File: config.mk
export PLATFORM = sky130hd
export DESIGN_NAME = first_fit_region_allocator_core
export DESIGN_NICKNAME = d
export VERILOG_FILES = /design/src/rtl/ffra_pkg.sv /design/src/rtl/first_fit_region_allocator_core.sv /design/src/rtl/ffra_ram.sv
export SDC_FILE = /design/constraint.sdc
export NUM_CORES = 2
export LEC_CHECK = 0
export ABC_AREA = 0
export BUFFER_PORTS_ARGS = -buffer_cell sky130_fd_sc_hd__buf_2
export CAP_MARGIN = 20
export CORE_ASPECT_RATIO = 0.5
export CORE_MARGIN = 3
export CORE_UTILIZATION = 45
export CTS_CLUSTER_DIAMETER = 60
export DETAILED_ROUTE_END_ITERATION = 10
export GPL_TIMING_DRIVEN = 0
export PLACE_DENSITY = 0.68
export SYNTH_ARGS = -nofsm -noshare
export SYNTH_HDL_FRONTEND = slang
export SYNTH_SLANG_ARGS = --single-unit
File: constraint.sdc
create_clock -name clk_i -period 18.6 [get_ports clk_i]
set_input_delay 0.93 -clock clk_i [delete_from_list [all_inputs] [get_ports clk_i]]
set_output_delay 0.93 -clock clk_i [all_outputs]
set_load 0.01 [all_outputs]
File: src/rtl/ffra_pkg.sv
// ffra_pkg: types and constants shared by the first-fit region allocator.
// Used by first_fit_region_allocator_core; no dependencies.
`default_nettype none
package ffra_pkg;

  localparam int unsigned FFRA_MAX_AREAS  = 64;
  localparam int unsigned FFRA_PAGE_SHIFT = 13;

  localparam logic [31:0] WINDOW_BASE_RST = 32'h0100_0000;
  localparam logic [31:0] WINDOW_LEN_RST  = 32'h7F00_0000;

  localparam int unsigned CFG_IDX_W = 1;

  typedef enum logic [CFG_IDX_W-1:0] {
    CFG_WINDOW_BASE   = 1'b0,
    CFG_WINDOW_LENGTH = 1'b1
  } cfg_idx_e;

  typedef enum logic [2:0] {
    ST_OK        = 3'd0,
    ST_BAD_SIZE  = 3'd1,
    ST_NO_SPACE  = 3'd2,
    ST_FULL      = 3'd3,
    ST_BACKING   = 3'd4,
    ST_UNALIGNED = 3'd5,
    ST_NOT_FOUND = 3'd6,
    ST_NULL      = 3'd7
  } status_e;

  typedef enum logic [3:0] {
    S_IDLE,
    S_MAP_CHK,
    S_SCAN_RD,
    S_SCAN_CMP,
    S_FIT,
    S_INS_RD,
    S_INS_WR,
    S_INS_PUT,
    S_DEL_CHK,
    S_DEL_RD,
    S_DEL_CMP,
    S_MOV_RD,
    S_MOV_WR,
    S_RESP
  } state_e;

  typedef enum logic {
    KIND_MAP   = 1'b0,
    KIND_UNMAP = 1'b1
  } kind_e;

endpackage
`default_nettype wire

File: src/rtl/first_fit_region_allocator_core.sv
// first_fit_region_allocator_core: first-fit area allocator over a sorted table.
// Depends on ffra_pkg and ffra_ram.
//
//  channel | direction | handshake               | payload
//  --------+-----------+-------------------------+----------------------------------------
//  in      | input     | in_valid_i/in_stall_o   | kind, request_size, request_address,
//          |           |                         | backing_failed
//  out     | output    | out_valid_o/out_stall_i | status, granted_address
//  cfg     | input     | cfg_valid_i/cfg_ready_o | cfg_index_i, cfg_data_i
//
// One item at a time. A map scans the sorted table for the first gap that fits and shifts
// later entries up to insert; an unmap scans for the address and shifts later entries down,
// both walked through the single RAM read port one entry at a time.
// Reset empties the table by clearing the entry count; no clearing pass.
// The result register lets a new item be accepted while a result is stalled.
`default_nettype none
module first_fit_region_allocator_core #(
  parameter int unsigned MAX_AREAS  = ffra_pkg::FFRA_MAX_AREAS,
  parameter int unsigned PAGE_SHIFT = ffra_pkg::FFRA_PAGE_SHIFT
) (
  input  wire logic                           clk_i,
  input  wire logic                           rst_ni,
  input  wire logic                           in_valid_i,
  output logic                                in_stall_o,
  input  wire logic                           kind_i,
  input  wire logic [31:0]                    request_size_i,
  input  wire logic [31:0]                    request_address_i,
  input  wire logic                           backing_failed_i,
  output logic                                out_valid_o,
  input  wire logic                           out_stall_i,
  output logic      [2:0]                     status_o,
  output logic      [31:0]                    granted_address_o,
  input  wire logic                           cfg_valid_i,
  output logic                                cfg_ready_o,
  input  wire logic [ffra_pkg::CFG_IDX_W-1:0] cfg_index_i,
  input  wire logic [31:0]                    cfg_data_i
);
  import ffra_pkg::*;

  localparam int unsigned IDX_W = $clog2(MAX_AREAS);
  localparam int unsigned CNT_W = $clog2(MAX_AREAS + 1);
  localparam logic [CNT_W-1:0] MAX_CNT    = CNT_W'(MAX_AREAS);
  localparam logic [32:0]      PAGE_BYTES = 33'd1 << PAGE_SHIFT;
  localparam logic [32:0]      PAGE_MASK  = PAGE_BYTES - 33'd1;
  localparam logic [32:0]      ADDR_TOP   = 33'h1_0000_0000;

  state_e           state_q, state_d;
  logic [CNT_W-1:0] count_q, count_d;
  logic             out_valid_q, out_valid_d;
  logic [31:0]      wbase_q, wbase_d;
  logic [31:0]      wlen_q, wlen_d;

  logic [31:0]      req_q, req_d;
  logic             bf_q, bf_d;
  logic [31:0]      del_addr_q, del_addr_d;
  logic             del_bf_q, del_bf_d;
  logic [32:0]      size_q, size_d;
  logic [32:0]      wend_q, wend_d;
  logic [32:0]      cand_q, cand_d;
  logic [33:0]      sum_q, sum_d;
  logic [31:0]      len_q, len_d;
  logic [CNT_W-1:0] idx_q, idx_d;
  logic [CNT_W-1:0] pos_q, pos_d;
  logic [CNT_W-1:0] j_q, j_d;
  status_e          res_status_q, res_status_d;
  logic [31:0]      res_addr_q, res_addr_d;
  logic [2:0]       out_status_q, out_status_d;
  logic [31:0]      out_addr_q, out_addr_d;

  logic             ram_we, ram_re;
  logic [IDX_W-1:0] ram_waddr, ram_raddr;
  logic [63:0]      ram_wdata, ram_rdata;
  logic [31:0]      rd_start, rd_len;

  logic [32:0]      size_calc, wsum;
  logic [33:0]      fit_sum, len_sum;
  logic [CNT_W-1:0] j_next;
  logic             in_accept;

  ffra_ram #(
    .WIDTH (64),
    .DEPTH (MAX_AREAS)
  ) u_ram (
    .clk_i   (clk_i),
    .we_i    (ram_we),
    .waddr_i (ram_waddr),
    .wdata_i (ram_wdata),
    .re_i    (ram_re),
    .raddr_i (ram_raddr),
    .rdata_o (ram_rdata)
  );

  assign rd_start = ram_rdata[63:32];
  assign rd_len   = ram_rdata[31:0];

  assign in_stall_o        = (state_q != S_IDLE);
  assign in_accept         = in_valid_i && !in_stall_o;
  assign cfg_ready_o       = 1'b1;
  assign out_valid_o       = out_valid_q;
  assign status_o          = out_status_q;
  assign granted_address_o = out_addr_q;

  assign size_calc = ({1'b0, req_q} + PAGE_MASK) & ~PAGE_MASK;
  assign wsum      = {1'b0, wbase_q} + {1'b0, wlen_q};
  assign fit_sum   = {1'b0, cand_q} + {1'b0, size_q};
  assign len_sum   = {1'b0, size_q} + {1'b0, PAGE_BYTES};
  assign j_next    = j_q + CNT_W'(1);

  always_comb begin
    state_d      = state_q;
    count_d      = count_q;
    out_valid_d  = out_valid_q && out_stall_i;
    wbase_d      = wbase_q;
    wlen_d       = wlen_q;
    req_d        = req_q;
    bf_d         = bf_q;
    del_addr_d   = del_addr_q;
    del_bf_d     = del_bf_q;
    size_d       = size_q;
    wend_d       = wend_q;
    cand_d       = cand_q;
    sum_d        = sum_q;
    len_d        = len_q;
    idx_d        = idx_q;
    pos_d        = pos_q;
    j_d          = j_q;
    res_status_d = res_status_q;
    res_addr_d   = res_addr_q;
    out_status_d = out_status_q;
    out_addr_d   = out_addr_q;
    ram_we       = 1'b0;
    ram_waddr    = j_q[IDX_W-1:0];
    ram_wdata    = ram_rdata;
    ram_re       = 1'b0;
    ram_raddr    = idx_q[IDX_W-1:0];

    if (cfg_valid_i && cfg_ready_o) begin
      case (cfg_idx_e'(cfg_index_i))
        CFG_WINDOW_BASE:   wbase_d = cfg_data_i;
        CFG_WINDOW_LENGTH: wlen_d  = cfg_data_i;
        default: ;
      endcase
    end

    case (state_q)
      S_IDLE: begin
        if (in_accept) begin
          req_d      = request_size_i;
          bf_d       = backing_failed_i;
          del_addr_d = request_address_i;
          del_bf_d   = 1'b0;
          res_addr_d = '0;
          state_d    = (kind_e'(kind_i) == KIND_UNMAP) ? S_DEL_CHK : S_MAP_CHK;
        end
      end
      S_MAP_CHK: begin
        size_d = size_calc;
        wend_d = wsum[32] ? ADDR_TOP : wsum;
        cand_d = {1'b0, wbase_q};
        idx_d  = '0;
        pos_d  = count_q;
        if (size_calc == '0 || size_calc > {1'b0, wlen_q}) begin
          res_status_d = ST_BAD_SIZE;
          state_d      = S_RESP;
        end else begin
          state_d = S_SCAN_RD;
        end
      end
      S_SCAN_RD: begin
        if (idx_q == count_q) begin
          state_d = S_FIT;
        end else begin
          ram_re  = 1'b1;
          sum_d   = fit_sum;
          state_d = S_SCAN_CMP;
        end
      end
      S_SCAN_CMP: begin
        if (sum_q < {2'b00, rd_start}) begin
          pos_d   = idx_q;
          state_d = S_FIT;
        end else begin
          cand_d  = {1'b0, rd_start} + {1'b0, rd_len};
          idx_d   = idx_q + CNT_W'(1);
          state_d = S_SCAN_RD;
        end
      end
      S_FIT: begin
        len_d = (len_sum[33:32] != 2'b00) ? 32'hFFFF_FFFF : len_sum[31:0];
        j_d   = count_q;
        if (fit_sum >= {1'b0, wend_q}) begin
          res_status_d = ST_NO_SPACE;
          state_d      = S_RESP;
        end else if (count_q >= MAX_CNT) begin
          res_status_d = ST_FULL;
          state_d      = S_RESP;
        end else begin
          state_d = S_INS_RD;
        end
      end
      S_INS_RD: begin
        if (j_q == pos_q) begin
          state_d = S_INS_PUT;
        end else begin
          ram_re    = 1'b1;
          ram_raddr = IDX_W'(j_q - CNT_W'(1));
          state_d   = S_INS_WR;
        end
      end
      S_INS_WR: begin
        ram_we  = 1'b1;
        j_d     = j_q - CNT_W'(1);
        state_d = S_INS_RD;
      end
      S_INS_PUT: begin
        ram_we    = 1'b1;
        ram_waddr = pos_q[IDX_W-1:0];
        ram_wdata = {cand_q[31:0], len_q};
        count_d   = count_q + CNT_W'(1);
        if (bf_q) begin
          del_addr_d = cand_q[31:0];
          del_bf_d   = 1'b1;
          state_d    = S_DEL_CHK;
        end else begin
          res_status_d = ST_OK;
          res_addr_d   = cand_q[31:0];
          state_d      = S_RESP;
        end
      end
      S_DEL_CHK: begin
        idx_d = '0;
        if (del_addr_q == '0) begin
          res_status_d = del_bf_q ? ST_BACKING : ST_NULL;
          state_d      = S_RESP;
        end else if ((del_addr_q & PAGE_MASK[31:0]) != '0) begin
          res_status_d = del_bf_q ? ST_BACKING : ST_UNALIGNED;
          state_d      = S_RESP;
        end else begin
          state_d = S_DEL_RD;
        end
      end
      S_DEL_RD: begin
        if (idx_q == count_q) begin
          res_status_d = del_bf_q ? ST_BACKING : ST_NOT_FOUND;
          state_d      = S_RESP;
        end else begin
          ram_re  = 1'b1;
          state_d = S_DEL_CMP;
        end
      end
      S_DEL_CMP: begin
        if (rd_start == del_addr_q) begin
          j_d     = idx_q;
          state_d = S_MOV_RD;
        end else begin
          idx_d   = idx_q + CNT_W'(1);
          state_d = S_DEL_RD;
        end
      end
      S_MOV_RD: begin
        if (j_next >= count_q) begin
          count_d      = count_q - CNT_W'(1);
          res_status_d = del_bf_q ? ST_BACKING : ST_OK;
          state_d      = S_RESP;
        end else begin
          ram_re    = 1'b1;
          ram_raddr = j_next[IDX_W-1:0];
          state_d   = S_MOV_WR;
        end
      end
      S_MOV_WR: begin
        ram_we  = 1'b1;
        j_d     = j_next;
        state_d = S_MOV_RD;
      end
      S_RESP: begin
        if (!out_valid_q || !out_stall_i) begin
          out_valid_d  = 1'b1;
          out_status_d = res_status_q;
          out_addr_d   = res_addr_q;
          state_d      = S_IDLE;
        end
      end
      default: state_d = S_IDLE;
    endcase
  end

  always_ff @(posedge clk_i or negedge rst_ni) begin
    if (!rst_ni) begin
      state_q     <= S_IDLE;
      count_q     <= '0;
      out_valid_q <= 1'b0;
      wbase_q     <= WINDOW_BASE_RST;
      wlen_q      <= WINDOW_LEN_RST;
    end else begin
      state_q     <= state_d;
      count_q     <= count_d;
      out_valid_q <= out_valid_d;
      wbase_q     <= wbase_d;
      wlen_q      <= wlen_d;
    end
  end

  always_ff @(posedge clk_i) begin
    req_q        <= req_d;
    bf_q         <= bf_d;
    del_addr_q   <= del_addr_d;
    del_bf_q     <= del_bf_d;
    size_q       <= size_d;
    wend_q       <= wend_d;
    cand_q       <= cand_d;
    sum_q        <= sum_d;
    len_q        <= len_d;
    idx_q        <= idx_d;
    pos_q        <= pos_d;
    j_q          <= j_d;
    res_status_q <= res_status_d;
    res_addr_q   <= res_addr_d;
    out_status_q <= out_status_d;
    out_addr_q   <= out_addr_d;
  end

  a_count_bound: assert property (@(posedge clk_i) disable iff (!rst_ni)
    count_q <= MAX_CNT)
    else $error("entry count above table depth");

  a_put_not_full: assert property (@(posedge clk_i) disable iff (!rst_ni)
    state_q == S_INS_PUT |-> count_q < MAX_CNT)
    else $error("insert into a full table");

  a_result_from_resp: assert property (@(posedge clk_i) disable iff (!rst_ni)
    $rose(out_valid_q) |-> $past(state_q) == S_RESP)
    else $error("result raised outside the response step");

  a_grant_only_ok: assert property (@(posedge clk_i) disable iff (!rst_ni)
    out_valid_q && out_status_q != ST_OK |-> out_addr_q == '0)
    else $error("nonzero address with a failure status");

endmodule
`default_nettype wire

File: src/rtl/ffra_ram.sv
// ffra_ram: generic single-write, single-read RAM with registered read data.
// No dependencies.
`default_nettype none
module ffra_ram #(
  parameter int unsigned WIDTH = 64,
  parameter int unsigned DEPTH = 64
) (
  input  wire logic                     clk_i,
  input  wire logic                     we_i,
  input  wire logic [$clog2(DEPTH)-1:0] waddr_i,
  input  wire logic [WIDTH-1:0]         wdata_i,
  input  wire logic                     re_i,
  input  wire logic [$clog2(DEPTH)-1:0] raddr_i,
  output logic      [WIDTH-1:0]         rdata_o
);

  logic [WIDTH-1:0] mem_q [DEPTH];

  always_ff @(posedge clk_i) begin
    if (we_i) begin
      mem_q[waddr_i] <= wdata_i;
    end
    if (re_i) begin
      rdata_o <= mem_q[raddr_i];
    end
  end

endmodule
`default_nettype wire
==> qor.yml <==
power_and_ir_drop:
  power.total_w: 0.0419
  switching_share: 0.417
  p_sw_w: 0.0175
  p_per_area_mw_per_mm2: 200
  seqPwrFrac: 0.330
  power.leakage_nw: 70.7
  p_comb_frac: 0.465
  p_int_w: 0.0244
  pwr-share-clk: 0.205
  vdd_ir_drop_max_mv: 0.125
worst_setup_path:
  required_ns: 19.04
  cp_max_fo: 13
  cp_cell_sequence: "clkbuf_1 > nand3_1 > xor2_1 > inv_1 > ha_1 > nand3_1 > a21boi_0 > a2111oi_0 > a311oi_2 > clkbuf_2 > nor2_1 > buf_2 > buf_2 > a22oi_1 > a31o_1 > nand4_1"
  arrival_ns: 8.17
  critPathSlowestCell: "a311oi_2"
  path_delay_family: "compound AO/OA/AOI/OAI gates"
  ff2ff_setup_slack_ns: 10.87
  crit_path_end_kind: "flop"
  cp_num_buf_inv: 5
  startpoint_type: "flop"
  path_class: "reg -> reg"
  max_stage_delay_ns: 1.03
logic_synthesis:
  synth.distinct_cells: 83
  synth-edff-count: 4457
  ys_seq_area_frac: 0.743
  synth_top_flop_cell: "edfxtp_1"
  synth.area.top_cells: "edfxtp_1, mux4_2, mux2i_1"
  netlist.area_leader.share: 0.732
  synthCells: 10800
  syn_area_mm2: 0.183
  async_reset_ff_frac: 0.0168
  avgSynthCellArea_um2: 17.0
  synthesis.nets: 11100
  synth_seq_cells: 4533
  synth_top_area_cell: "edfxtp_1"
  ys_warn_count: 0
run:
  cap_violations: 0
route:
  dr.pass1.iters: 9
  drc: 3
  wirelength_um: 540000
  drtIter0Drc: 15800
  ant_nets: 0
  avgRoutedWirePerCell_um: 31.2
  dr_total_vias: 105000
  viasPerCell: 6.09
timing:
  slew_headroom: 0.123
  fin_worst_skew_ns: 0.0652
  hold_viol_final: 0
  slew_violations: 0
  setup_violations: 0
  fin_tns_setup_ns: 0
  worstMarginPinSlew_ns: 1.30
  holdWs_ns: 0.184
  rsz0062_at_grt: "false"
  period_share: 0.416
  clock.fmax_mhz: 129
  min_period_ns: 7.73
finish:
  layout.area.seq_mm2: 0.136
  num-nets-final: 11900
  drive_above_1_share: 0.184
  final_area_mm2: 0.209
  nFillCells: 31700
  multi_input_area_mm2: 0.0446
  area_growth_pct: 14.5
  layout_commonest_cell: "edfxtp_1"
  layout_common_cells: "edfxtp_1, nand2_1, mux2i_1"
die:
  core-area_mm2: 0.402
  die_y_um: 457
  rows: 164
  initial_core_util: 0.455
  pin_count: 142
  dieArea_mm2: 0.414
  dieWidth_um: 907
grt:
  antenna_found_initial: 66
  grt-ovfl-total: 0
  grt_pass1_vias: 103000
  grt_pass1_wl_um: 751000
  grt_max_degree: 67
  grt_usage: 0.253
cts:
  clkLatencyLatePin_ns: 0.97
  ctsHtreeMaxLevel: 5
  cts_resized: 0
  path_clk_slew_ns: 0.06
  cts_buffer_depth: 4
  cts_sinks: 4533
  cts_tree: "built"
  cts_inserted_buffers: 412
  cts_root_buf: "clkbuf_16"
placement:
  hpwl_um: 391000
  gp_congestion: 0.950
  place_area_mm2: 0.196
  placement.io_buffers: 140
outcome:
  violations: "design-rule violations"
  outcome: "complete, but fails checks"
hold_path:
  hp-class: "in -> reg"
-- timing repair --
item / CTS / global route
buffers inserted: 0 / 0
hold buffers: 1 / 0
hold endpoints to repair: 10 / 0
-- cell usage after synthesis, drive strengths merged, types with 6 or more instances --
| cell type | instances |
|---|---|
| nand3 | 191 |
| a21boi | 6 |
| and4 | 11 |
| buf | 386 |
| nor3 | 48 |
| a31oi | 140 |
| nor4 | 20 |
| o21ai | 321 |
| o31a | 6 |
| o31ai | 134 |
| nand3b | 10 |
| o21bai | 7 |
| o211a | 130 |
| a21o | 74 |
| nand2 | 1397 |
| a32oi | 132 |
| a21oi | 100 |
| clkbuf | 206 |
| a22oi | 195 |
| edfxtp | 4457 |
| or2 | 10 |
| a211oi | 15 |
| mux2i | 636 |
| o221ai | 6 |
| a31o | 130 |
| o22ai | 130 |
| o21a | 21 |
| nand2b | 17 |
| nor2 | 204 |
| inv | 158 |
| dfrtp | 68 |
| ha | 183 |
| xor2 | 80 |
| xnor2 | 86 |
| mux2 | 316 |
| dfstp | 8 |
| a221oi | 130 |
| a211o | 9 |
| nor2b | 19 |
| o211ai | 8 |
| nand4 | 102 |
| and3 | 19 |
| mux4 | 384 |
| or3 | 10 |
-- sequential cells by signal, summed over array words and instances, names as in the netlist, 20 cells and up --
| register | cells |
|---|---|
| granted_address_o | 32 |
| wend_q | 33 |
| req_q | 32 |
| len_q | 20 |
| u_ram.rdata_o | 64 |
| del_addr_q | 32 |
| res_addr_q | 32 |
| wlen_q | 32 |
| u_ram.mem_q | 4096 |
| cand_q | 33 |
| size_q | 20 |
| wbase_q | 32 |
| sum_q | 34 |
-- metrics by stage --
step / worst slack (ns) / util / instances
2_1_floorplan: 12.18 / - / 10800
3_3_place_gp: 8.52 / 0.473 / 16300
3_5_place_dp: 11.37 / 0.488 / 16500
4_1_cts: 11.27 / 0.521 / 17300
5_1_grt: 10.65 / 0.521 / 17300
6_report: 10.87 / 0.521 / 17300
-- metal layers --
layer | global-route usage | vias up | routed length, µm
li1 | - | 44300 | -
met1 | 0.338 | 54200 | 204000
met2 | 0.387 | 5912 | 241000
met3 | 0.0819 | 998 | 70300
met4 | 0.0960 | 18 | 23500
met5 | 0.00494 | - | 430
-- worst register-to-register path, delay by kind of cell (launching register included) --
kind            cells  cell delay (ns)
compound gates      5             2.68
buf+inv             5             2.19
simple gates        4             1.31
flops               1             0.44
xor+xnor            1             0.34
fa+ha+maj           1             0.30
-- worst paths after layout --
| path | depth (start not counted) | endpoint | from |
|---|---|---|---|
| min in group asynchronous | 2 | state_q[3]$_DFFE_PN0P_ | rst_ni |
| max | 16 | u_ram.rdata_o[56]$_DFFE_PP_ | j_q[2]$_DFFE_PP_ |
| max in group asynchronous | 3 | wlen_q[30]$_DFFE_PN1P_ | rst_ni |
| min | 1 | bf_q$_DFFE_PP_ | backing_failed_i |
| min reg2reg | 0 | granted_address_o[12]$_DFFE_PP_ | res_addr_q[12]$_SDFFCE_PN0P_ |
| max reg2reg | 16 | u_ram.rdata_o[56]$_DFFE_PP_ | j_q[2]$_DFFE_PP_ |
-- final cells by class --
class | count | share of cell area
tap | 5395 | 0.0323
inverter | 159 | 0.00285
multi-input combinational | 5483 | 0.213
buffer | 592 | 0.0133
antenna | 40 | 0.000478
clock buffer | 507 | 0.0522
sequential | 4533 | 0.649
timing repair buffer | 379 | 0.0259
clock inverter | 230 | 0.0114
-- cells by family after synthesis --
family	Yosys count	share of synthesized area
flops	4533	0.743
simple gates	2072	0.0478
compound gates	1721	0.0682
mux	1336	0.102
buf+inv	751	0.0185
fa+ha+maj	187	0.0130
xor+xnor	166	0.00796
other cells	1	0.0000205
-- power by group through the flow --
stage / Sequential (W) / Clock, W / Combinational, W
6_report: 0.0138 / 0.00857 / 0.0195
5_1_grt: 0.0138 / 0.00902 / 0.0203
4_1_cts: 0.0138 / 0.00861 / 0.0190
3_5_place_dp: 0.0140 / 0 / 0.0189
3_3_place_gp: 0.0146 / 0 / 0.0178
2_1_floorplan: 0.0141 / 0 / 0.0108
(Power assumes the default switching activity.)
